### src/pbrc_pkg.sv
`timescale 1ns / 1ps
`default_nettype none

package pbrc_pkg;

	localparam int TYPE_BITS = 16;

	typedef enum logic [1:0] {
		OP_QUERY  = 2'd0,
		OP_INSERT = 2'd1,
		OP_CLEAR  = 2'd2,
		OP_NOP    = 2'd3
	} op_t;

	typedef struct packed {
		logic                 fire;
		op_t                  op;
		logic [TYPE_BITS-1:0] type_a;
		logic [TYPE_BITS-1:0] type_b;
	} tbl_req_t;

	typedef struct packed {
		logic known;
		logic dropped;
	} tbl_rsp_t;

endpackage

`default_nettype wire

### src/pbrc_table.sv
`timescale 1ns / 1ps
`default_nettype none

module pbrc_table import pbrc_pkg::*; #(
	parameter int ENTRIES     = 16,
	parameter int LENGTH_BITS = 16
) (
	input  wire logic                   clk,
	input  wire logic                   arst_n,
	input  wire tbl_req_t               req,
	input  wire logic [LENGTH_BITS-1:0] range_min,
	input  wire logic [LENGTH_BITS-1:0] range_max,
	output tbl_rsp_t                    rsp,
	output logic      [LENGTH_BITS-1:0] low_bound,
	output logic      [LENGTH_BITS-1:0] high_bound
);

	logic [ENTRIES-1:0]     valid_q;
	logic [TYPE_BITS-1:0]   first_type_q [ENTRIES];
	logic [TYPE_BITS-1:0]   second_type_q [ENTRIES];
	logic [LENGTH_BITS-1:0] low_q [ENTRIES];
	logic [LENGTH_BITS-1:0] high_q [ENTRIES];

	logic [ENTRIES-1:0] hit;
	logic [ENTRIES-1:0] free;
	logic [ENTRIES-1:0] hit_first;
	logic [ENTRIES-1:0] free_first;
	logic [ENTRIES-1:0] wr_vec;
	logic               any_hit;
	logic               any_free;

	// tag match in either order, lowest entry wins
	always_comb begin
		for (int i = 0; i < ENTRIES; i++) begin
			hit[i] = valid_q[i] &&
				((first_type_q[i] == req.type_a && second_type_q[i] == req.type_b) ||
				 (first_type_q[i] == req.type_b && second_type_q[i] == req.type_a));
		end
		free       = ~valid_q;
		hit_first  = hit & (~hit + ENTRIES'(1));
		free_first = free & (~free + ENTRIES'(1));
		any_hit    = |hit;
		any_free   = |free;
	end

	always_comb begin
		low_bound  = '0;
		high_bound = '0;
		for (int i = 0; i < ENTRIES; i++) begin
			low_bound  = low_bound | ({LENGTH_BITS{hit_first[i]}} & low_q[i]);
			high_bound = high_bound | ({LENGTH_BITS{hit_first[i]}} & high_q[i]);
		end
	end

	always_comb begin
		wr_vec = '0;
		if (req.fire && req.op == OP_INSERT) begin
			wr_vec = any_hit ? hit_first : free_first;
		end
		rsp.known   = (req.op == OP_QUERY) && any_hit;
		rsp.dropped = (req.op == OP_INSERT) && !any_hit && !any_free;
	end

	always_ff @(posedge clk or negedge arst_n) begin
		if (!arst_n) begin
			valid_q <= '0;
		end else if (req.fire && req.op == OP_CLEAR) begin
			valid_q <= '0;
		end else begin
			valid_q <= valid_q | wr_vec;
		end
	end

	always_ff @(posedge clk) begin
		for (int i = 0; i < ENTRIES; i++) begin
			if (wr_vec[i]) begin
				first_type_q[i]  <= req.type_a;
				second_type_q[i] <= req.type_b;
				low_q[i]         <= range_min;
				high_q[i]        <= range_max;
			end
		end
	end

endmodule

`default_nettype wire

### src/pair_type_bond_range_check_unit.sv
// Path: stage one, stage two, stage three, then the output register holds the result.
// Throughput: one transaction per cycle; the table tag compare and update in stage one
// sets this, each item seeing every earlier insert and clear; result_stall can stall it.
// Reset: clears the table valid bits and all stage valids; entry contents are not reset.
`timescale 1ns / 1ps
`default_nettype none

module pair_type_bond_range_check_unit import pbrc_pkg::*; #(
	parameter int TABLE_ENTRIES = 16,
	parameter int COORD_BITS    = 24,
	parameter int LENGTH_BITS   = 16
) (
	input  wire logic                          clk,
	input  wire logic                          arst_n,
	input  wire logic                          item_valid,
	output logic                               item_stall,
	input  wire logic        [1:0]             opcode,
	input  wire logic        [TYPE_BITS-1:0]   type_a,
	input  wire logic        [TYPE_BITS-1:0]   type_b,
	input  wire logic signed [COORD_BITS-1:0]  first_x,
	input  wire logic signed [COORD_BITS-1:0]  first_y,
	input  wire logic signed [COORD_BITS-1:0]  first_z,
	input  wire logic signed [COORD_BITS-1:0]  second_x,
	input  wire logic signed [COORD_BITS-1:0]  second_y,
	input  wire logic signed [COORD_BITS-1:0]  second_z,
	input  wire logic        [LENGTH_BITS-1:0] range_min,
	input  wire logic        [LENGTH_BITS-1:0] range_max,
	output logic                               result_valid,
	input  wire logic                          result_stall,
	output logic                               bonded,
	output logic                               pair_known,
	output logic                               insert_dropped
);

	localparam int MAG_W = LENGTH_BITS + 1;
	localparam int MW    = (COORD_BITS > MAG_W) ? COORD_BITS : MAG_W;
	localparam int SQ_W  = 2 * MAG_W;
	localparam int SUM_W = SQ_W + 2;
	localparam int BSQ_W = 2 * LENGTH_BITS;
	localparam logic [MW-1:0] CAP = MW'(1) << LENGTH_BITS;

	// stage one: input register
	logic                   v_s1;
	op_t                    op_s1;
	logic [TYPE_BITS-1:0]   type_a_s1;
	logic [TYPE_BITS-1:0]   type_b_s1;
	logic [COORD_BITS-1:0]  first_s1 [3];
	logic [COORD_BITS-1:0]  second_s1 [3];
	logic [LENGTH_BITS-1:0] range_min_s1;
	logic [LENGTH_BITS-1:0] range_max_s1;

	// stage two: capped axis differences and bounds
	logic                   v_s2;
	logic                   known_s2;
	logic                   dropped_s2;
	logic [MAG_W-1:0]       mag_s2 [3];
	logic [LENGTH_BITS-1:0] low_s2;
	logic [LENGTH_BITS-1:0] high_s2;

	// stage three: squares
	logic                   v_s3;
	logic                   known_s3;
	logic                   dropped_s3;
	logic [SQ_W-1:0]        sq_s3 [3];
	logic [BSQ_W-1:0]       low_sq_s3;
	logic [BSQ_W-1:0]       high_sq_s3;

	logic bonded_q;
	logic known_q;
	logic dropped_q;

	logic en_out;
	logic en3;
	logic en2;
	logic en1;

	tbl_req_t               req;
	tbl_rsp_t               rsp;
	logic [LENGTH_BITS-1:0] low_bound;
	logic [LENGTH_BITS-1:0] high_bound;

	logic [COORD_BITS:0]    diff [3];
	logic [COORD_BITS:0]    negd [3];
	logic [COORD_BITS-1:0]  absd [3];
	logic [MW-1:0]          absx [3];
	logic [MAG_W-1:0]       mag [3];
	logic [SUM_W-1:0]       dist_sq;

	assign en_out     = !result_valid || !result_stall;
	assign en3        = !v_s3 || en_out;
	assign en2        = !v_s2 || en3;
	assign en1        = !v_s1 || en2;
	assign item_stall = !en1;

	assign req.fire   = v_s1 && en2;
	assign req.op     = op_s1;
	assign req.type_a = type_a_s1;
	assign req.type_b = type_b_s1;

	pbrc_table #(
		.ENTRIES     (TABLE_ENTRIES),
		.LENGTH_BITS (LENGTH_BITS)
	) u_table (
		.clk        (clk),
		.arst_n     (arst_n),
		.req        (req),
		.range_min  (range_min_s1),
		.range_max  (range_max_s1),
		.rsp        (rsp),
		.low_bound  (low_bound),
		.high_bound (high_bound)
	);

	always_comb begin
		for (int k = 0; k < 3; k++) begin
			diff[k] = {second_s1[k][COORD_BITS-1], second_s1[k]} -
				{first_s1[k][COORD_BITS-1], first_s1[k]};
			negd[k] = -diff[k];
			absd[k] = diff[k][COORD_BITS] ? negd[k][COORD_BITS-1:0] : diff[k][COORD_BITS-1:0];
			absx[k] = MW'(absd[k]);
			mag[k]  = (absx[k] > CAP) ? CAP[MAG_W-1:0] : absx[k][MAG_W-1:0];
		end
		dist_sq = SUM_W'(sq_s3[0]) + SUM_W'(sq_s3[1]) + SUM_W'(sq_s3[2]);
	end

	always_ff @(posedge clk or negedge arst_n) begin
		if (!arst_n) begin
			v_s1         <= 1'b0;
			v_s2         <= 1'b0;
			v_s3         <= 1'b0;
			result_valid <= 1'b0;
		end else begin
			if (en1) begin
				v_s1 <= item_valid;
			end
			if (en2) begin
				v_s2 <= v_s1;
			end
			if (en3) begin
				v_s3 <= v_s2;
			end
			if (en_out) begin
				result_valid <= v_s3;
			end
		end
	end

	always_ff @(posedge clk) begin
		if (en1) begin
			op_s1        <= op_t'(opcode);
			type_a_s1    <= type_a;
			type_b_s1    <= type_b;
			first_s1[0]  <= first_x;
			first_s1[1]  <= first_y;
			first_s1[2]  <= first_z;
			second_s1[0] <= second_x;
			second_s1[1] <= second_y;
			second_s1[2] <= second_z;
			range_min_s1 <= range_min;
			range_max_s1 <= range_max;
		end
		if (en2) begin
			known_s2   <= rsp.known;
			dropped_s2 <= rsp.dropped;
			mag_s2     <= mag;
			low_s2     <= low_bound;
			high_s2    <= high_bound;
		end
		if (en3) begin
			known_s3   <= known_s2;
			dropped_s3 <= dropped_s2;
			for (int k = 0; k < 3; k++) begin
				sq_s3[k] <= mag_s2[k] * mag_s2[k];
			end
			low_sq_s3  <= low_s2 * low_s2;
			high_sq_s3 <= high_s2 * high_s2;
		end
		if (en_out) begin
			bonded_q  <= known_s3 && (dist_sq >= SUM_W'(low_sq_s3)) &&
				(dist_sq <= SUM_W'(high_sq_s3));
			known_q   <= known_s3;
			dropped_q <= dropped_s3;
		end
	end

	assign bonded         = bonded_q;
	assign pair_known     = known_q;
	assign insert_dropped = dropped_q;

`ifndef SYNTH
	a_bonded_needs_known: assert property (@(posedge clk) disable iff (!arst_n)
		result_valid && bonded |-> pair_known)
		else $error("bonded without a known pair");

	a_known_drop_exclusive: assert property (@(posedge clk) disable iff (!arst_n)
		result_valid |-> !(pair_known && insert_dropped))
		else $error("query and insert flags both set");

	a_stall_only_when_full: assert property (@(posedge clk) disable iff (!arst_n)
		item_stall |-> v_s1 && v_s2 && v_s3 && result_valid && result_stall)
		else $error("input stalled with room in the pipeline");

	a_result_from_stage3: assert property (@(posedge clk) disable iff (!arst_n)
		$rose(result_valid) |-> $past(v_s3))
		else $error("result appeared with no transaction in stage three");
`endif

endmodule

`default_nettype wire
### config.mk
export PLATFORM = sky130hd
export DESIGN_NAME = pair_type_bond_range_check_unit
export DESIGN_NICKNAME = d
export VERILOG_FILES = /design/src/pbrc_pkg.sv /design/src/pbrc_table.sv /design/src/pair_type_bond_range_check_unit.sv
export SDC_FILE = /design/constraint.sdc
export NUM_CORES = 2
export LEC_CHECK = 0
export BUFFER_PORTS_ARGS = -buffer_cell sky130_fd_sc_hd__buf_4
export CAP_MARGIN = 10
export CORE_UTILIZATION = 53
export CTS_BUF_LIST = sky130_fd_sc_hd__clkbuf_2
export CTS_CLUSTER_DIAMETER = 150
export DETAILED_ROUTE_END_ITERATION = 8
export PLACE_DENSITY = 0.75
export REMOVE_ABC_BUFFERS = 1
export SYNTH_ARGS = -nofsm -noshare
export SYNTH_HDL_FRONTEND = slang
export SYNTH_SLANG_ARGS = --single-unit
export TNS_END_PERCENT = 5
### constraint.sdc
create_clock -name clk -period 8.55 [get_ports clk]
set_clock_uncertainty 0.1 [all_clocks]
set_input_delay 0.855 -clock clk [delete_from_list [all_inputs] [get_ports clk]]
set_output_delay 0.855 -clock clk [all_outputs]
set_load 0.02 [all_outputs]
Word-level counts from Yosys, hierarchy flattened
Memory sizes are Yosys's and may differ from the RTL's.
Index checks and enable logic that the tools add are counted.
Word-level totals
  input bits: 214
  bits in writable memories: 1270
  output and inout bits: 5
  memories: 7
  flip-flop bits (word level): 240
  word-level logic and storage cells: 554
Memory list
  u_table.first_type_q: depth 16, bits a word 16, read ports 16, clocked after Yosys merged registers in 0, write ports 1, line pbrc_table.sv:19  | logic [TYPE_BITS-1:0] first_type_q [ENTRIES];
  u_table.high_q: depth 16, bits a word 16, read ports 16, clocked after Yosys merged registers in 0, write ports 1, line pbrc_table.sv:22  | logic [LENGTH_BITS-1:0] high_q [ENTRIES];
  u_table.low_q: depth 16, bits a word 16, read ports 16, clocked after Yosys merged registers in 0, write ports 1, line pbrc_table.sv:21  | logic [LENGTH_BITS-1:0] low_q [ENTRIES];
  u_table.second_type_q: depth 16, bits a word 16, read ports 16, clocked after Yosys merged registers in 0, write ports 1, line pbrc_table.sv:20  | logic [TYPE_BITS-1:0] second_type_q [ENTRIES];
  sq_s3: depth 3, bits a word 34, read ports 3, clocked after Yosys merged registers in 0, write ports 3, line pair_type_bond_range_check_unit.sv:64  | logic [SQ_W-1:0] sq_s3 [3];
  first_s1: depth 3, bits a word 24, read ports 3, clocked after Yosys merged registers in 0, write ports 3, line pair_type_bond_range_check_unit.sv:47  | logic [COORD_BITS-1:0] first_s1 [3];
  +1 memories
Cells by class
  order comparisons: 5
  multiply operators: 5
  reduce and logical (&&, ||, !) cells: 147
  muxes and demuxes: 222
  bitwise operators: 68
  equality and inequality tests: 66
  add/sub/neg operators: 10
Operators by type and width (count)
  equality test 16 bit: 64
  two-way mux 16 bit: 63
  OR reduction 16 bit: 62
  bitwise AND 16 bit: 34
  OR 16 bit: 31
  two-way mux 4 bit: 60
  multiplier 17 x 17 -> 34 bit: 3
  two-way mux 1 bit: 96
  subtractor 24 x 24 -> 25 bit: 3
  greater-than comparator 24 x 17 -> 1 bit (second input constant): 3
  two-way mux 24 bit: 3
  negator 24 bit: 3
  multiplier 16 x 16 -> 32 bit: 2
  logical AND 1 bit: 56
  inverter 16 bit: 3
  adder 35 x 34 -> 36 bit: 1
  >= comparator 36 x 32 -> 1 bit: 1
  less-or-equal comparator 36 x 32 -> 1 bit: 1
  adder 34 x 34 -> 35 bit: 1
  adder 16 x 1 -> 16 bit (second input constant): 2
  logical OR 1 bit: 20
  zero test 1 bit: 8
  equality test 2 x 1 -> 1 bit (second input constant): 1
  equality test 2 bit (second input constant): 1
  zero test 2 bit: 1

Logic depth before layout (Yosys ltp)
  depth after elaboration: 27
  gate-level depth with buffers: 27
  mapped depth without buffers: 26

Modules after synthesis
From an unflattened synthesis, not the netlist that was laid out.
Second synthesis, totals
  cell total of the unflattened synthesis: 9933
  area total of the unflattened synthesis: 112915.8 um2
Modules (own cells, without submodules)
  pair_type_bond_range_check_unit: sequential area each 13943.4 um2, cells an instance 6449, times used 1, area each 63968.9 um2
  pbrc_table: sequential area each 31149.9 um2, cells an instance 3484, times used 1, area each 48946.9 um2

Worst setup path before layout
OpenSTA, ideal clock, no wires.
  path kind: input-to-output
  from: input result_stall
  to: output item_stall
  path slack: 0.147 ns
  arrival: 7.448 ns
  stages: 3
  required time: 7.595 ns
  cells stage by stage: and3_1 > nand3_1 > inv_1
Between the ends
  cells in the longest elaborated chain, start to end: 6
Ends and longest elaborated chain
  start, declared: line pair_type_bond_range_check_unit.sv:29  | input wire logic result_stall,
  zero test 1 bit: line pair_type_bond_range_check_unit.sv:89  | assign en_out = !result_valid || !result_stall;
  logical OR 1 bit: line pair_type_bond_range_check_unit.sv:89
  logical OR 1 bit: line pair_type_bond_range_check_unit.sv:90  | assign en3 = !v_s3 || en_out;
  logical OR 1 bit: line pair_type_bond_range_check_unit.sv:91  | assign en2 = !v_s2 || en3;
  logical OR 1 bit: line pair_type_bond_range_check_unit.sv:92  | assign en1 = !v_s1 || en2;
  zero test 1 bit: line pair_type_bond_range_check_unit.sv:93  | assign item_stall = !en1;
  end, declared: line pair_type_bond_range_check_unit.sv:16  | output logic item_stall,
Every way passes these cells.

==> metrics.txt <==
status=completed; drt pass-1 iters=8; CP Max Fanout=17; synth top area cells=edfxtp_1, fa_1, xor2_1; post-route ant nets=0; Slew Limit Fails=0; Total GRT Usage=between 20 and 30%; Tcrit/Tclk final=a little over 90%; # DRC=0; post-CTS setup buffer count=0; initial antenna violation count=7; share of layout cells above drive strength 1=9.497%; fmax=125.1 MHz; vias in the first global route=a little under 80k; vias per cell=about 5.6; Yosys cell types=between 100 and 150; DP Wirelength=172,800 um; routed length per instance=roughly 20 um; total grt overflow=0; port buffer count=218; setup TNS after final layout=0 ps; largest net degree at the start of global routing=103; Detailed Route Iter0 Violations=roughly 6.1k; Hold Crit Class=reg -> reg; Seq cells post-synth=1,505; Initial Util=a little over half; PD cells=211.4 nW/um2; Setup Crit Path Kind=reg -> reg; post-route setup slack=557.2 ps; Worst VDD drop=0.0003417 V; post-synthesis sequential area ratio=41.19%; Area Overhead vs Synth=11.74%; Max-Cap Viols=0; Root Driver=clkbuf_2; CTS resizes=0; row count=166; Synth Flop Type=edfxtp_1; Worst Hold Launch=v_s3; first-pass GRT wire length=421,300 um; synthesized area=between 100,000 and 150,000 um2; die width=456.5 um; crit path launch type=flop; Fill cells=~16k; Core Region=205,000 um2; Synth warnings=0; Setup Slack @ Placement=approximately 660 ps; number of I/O pins=approximately 220; Syn Inst Count=around 9.5k; Synth top area share=40.73%; Die Height=roughly 460 um; CTS tree=built; nets=approximately 12k; clock-pin slew on the worst setup and hold paths=between 100 and 150 ps; DP Cell Count=approximately 12k; die area=208,400 um2; Total Routed Length=approximately 270,000 um; Worst-Skew Late Latency=between 1500 and 2000 ps; Post-Syn Area per Cell=around 12 um2; Yosys top cell by area=edfxtp_1; Max-slew headroom=about 16%; Fin. Hold Viols=0; maximum root-to-sink buffer count=4; Req. time, crit path=about 10000 ps; Reg-to-Reg Start=mag_s2[21]; Hold Buf Count CTS=between 400 and 500; worst slew pin tran=~1300 ps; cts bufs inserted=just under 400; number of setup violations in the final report=0; RSZ-0062 raised after global routing=no; DR vias=~75k; Worst Setup SP=mag_s2[21]; minimum clock period=between 7000 and 8000 ps; Worst setup EP type=flop; LEAKAGE=~55 nW; Async SR Flop Fraction=1.329%; H-tree levels=5; non-filler instance count after layout=approximately 13k; clk sink count=about 1.5k; EDFF count, synth=about 1.5k; Worst EP arrival=about 9400 ps; GP Congestion=about 0.88
state kept, by name, summed over array words and instances, names as in the netlist, 2 cells and up:
name and count:
first_s1 72, type_b_s1 16, type_a_s1 16, low_sq_s3 31
u_table.high_q 256, u_table.valid_q 16, range_min_s1 16, range_max_s1 16
op_s1 2, u_table.first_type_q 256, low_s2 16, high_s2 16
u_table.second_type_q 256, mag_s2 51, second_s1 72, sq_s3 99
u_table.low_q 256, high_sq_s3 31
per-stage QoR:
stage          hold slack [ps]  util, %  power, mW  area [um2]
2_1_floorplan            300.3        -      17.46      108100
3_3_place_gp             308.8    55.68      20.31      114100
3_5_place_dp             311.0    55.68      20.80      114100
4_1_cts                 0.3237    59.66      25.90      122300
5_1_grt                  67.57    59.68      27.75      122300
6_report                 199.8    59.68      25.86      122300
critical path: stages, from the launching register on:
cell and delay, ps:
edfxtp_1 800, nand2_1 210, fa_1 570, inv_1 50, fa_1 530, inv_1 60, fa_1 500, inv_1 40
ha_1 270, fa_1 480, inv_1 50, fa_1 480, inv_1 50, ha_1 330, a21o_1 190, a21oi_1 210
o21ai_0 150, a41oi_1 290, o221ai_1 270, o41ai_1 780, o21ai_0 420, a31o_2 350, nor3_1 230, o21bai_1 120
a21oi_1 190, xnor2_1 100
Yosys cell counts (22+ instances only):
master     instances
inv_1           1510
edfxtp_1        1485
xor2_1          1105
fa_1             935
nand2_1          694
ha_1             688
and2_1           281
nor4_1           267
a21oi_1          242
nor2_1           238
xnor2_1          222
clkbuf_1         179
nand3_1          143
o21ai_0          140
buf_2            137
a21o_1           127
a22oi_1          101
nand4_1           94
nor3_1            93
o2111ai_1         71
nor2b_1           55
o21a_1            51
and3_1            49
nand2b_1          48
mux2i_1           43
a221oi_1          41
a31oi_1           36
or3_1             29
or2_2             27
o21bai_1          26
a211oi_1          22
final timing paths:
check                      cells after the start             endpoint  slack, ps
setup / recovery                              25         sq_s3[0][67]        560
max in group asynchronous                      4   u_table.valid_q[9]       6850
hold / removal                                 1         result_valid        200
min in group asynchronous                      4  u_table.valid_q[11]        740
hold reg to reg                                1         result_valid        200
setup reg to reg                              25         sq_s3[0][67]        560
cells in the final DEF (no fill, tap or decap), types with 18 or more instances in the layout:
| cell type | count |
|---|---|
| o22ai_1 | 18 |
| a31oi_1 | 36 |
| or2_2 | 27 |
| nand4_1 | 94 |
| a211oi_1 | 22 |
| nand3_1 | 141 |
| edfxtp_1 | 1485 |
| xor2_1 | 1105 |
| o2111ai_1 | 71 |
| clkinv_1 | 91 |
| a221oi_1 | 41 |
| buf_4 | 322 |
| nand2b_1 | 48 |
| clkinv_2 | 23 |
| and2_1 | 281 |
| nor4_1 | 266 |
| nor2_1 | 234 |
| or3_1 | 29 |
| mux2i_1 | 43 |
| nor2b_1 | 53 |
| a22oi_1 | 101 |
| ha_1 | 688 |
| a21oi_1 | 237 |
| a21o_1 | 127 |
| and3_1 | 48 |
| nor3_1 | 90 |
| o21a_1 | 41 |
| dlygate4sd3_1 | 483 |
| inv_1 | 1509 |
| dfrtp_1 | 20 |
| xnor2_1 | 222 |
| o211ai_1 | 19 |
| o21ai_0 | 140 |
| fa_1 | 935 |
| o21bai_1 | 26 |
| nand2_1 | 692 |
| clkbuf_2 | 524 |
kinds of logic (layout without fill, tap and decap cells):
kind of cell | Yosys count | in the layout | synth area share [%]
XOR/XNOR | 1328 | 1328 | 10.63
AO/OA/AOI/OAI | 1038 | 1038 | 6.569
other | 1 | 10 | 0.003425
adder cells (fa/ha/maj) | 1623 | 1623 | 24.96
AND/OR/NAND/NOR | 2085 | 2085 | 9.694
flip-flops | 1505 | 1505 | 41.19
multiplexers | 53 | 53 | 0.5062
buffers and inverters | 1832 | 2970 | 6.454
per-layer routing:
layer | GRT usage (%) | part of all wire (%)
met5 | 0 | 0.0026
met4 | 8.191 | 2.7
met3 | 4.015 | 7.7
met2 | 42.98 | 49
met1 | 33.83 | 41
layout make-up:
cell class,count,area [um2],share of cell area (%)
multi-input combinational,6128,57570,47.06
sequential,1505,45090,36.86
timing repair buffer,806,7272,5.944
inverter,1510,5673,4.637
tap,2688,3363,2.749
clock buffer,524,2623,2.144
clock inverter,130,718.2,0.5870
antenna,9,22.52,0.01841
report_power, final:
part | switching [mW] | internal [mW]
logic | 6.81 | 4.72
clock network | 3.04 | 1.87
registers | 0.568 | 8.85
total | 10.4 | 15.5
(Power assumes the default switching activity.)
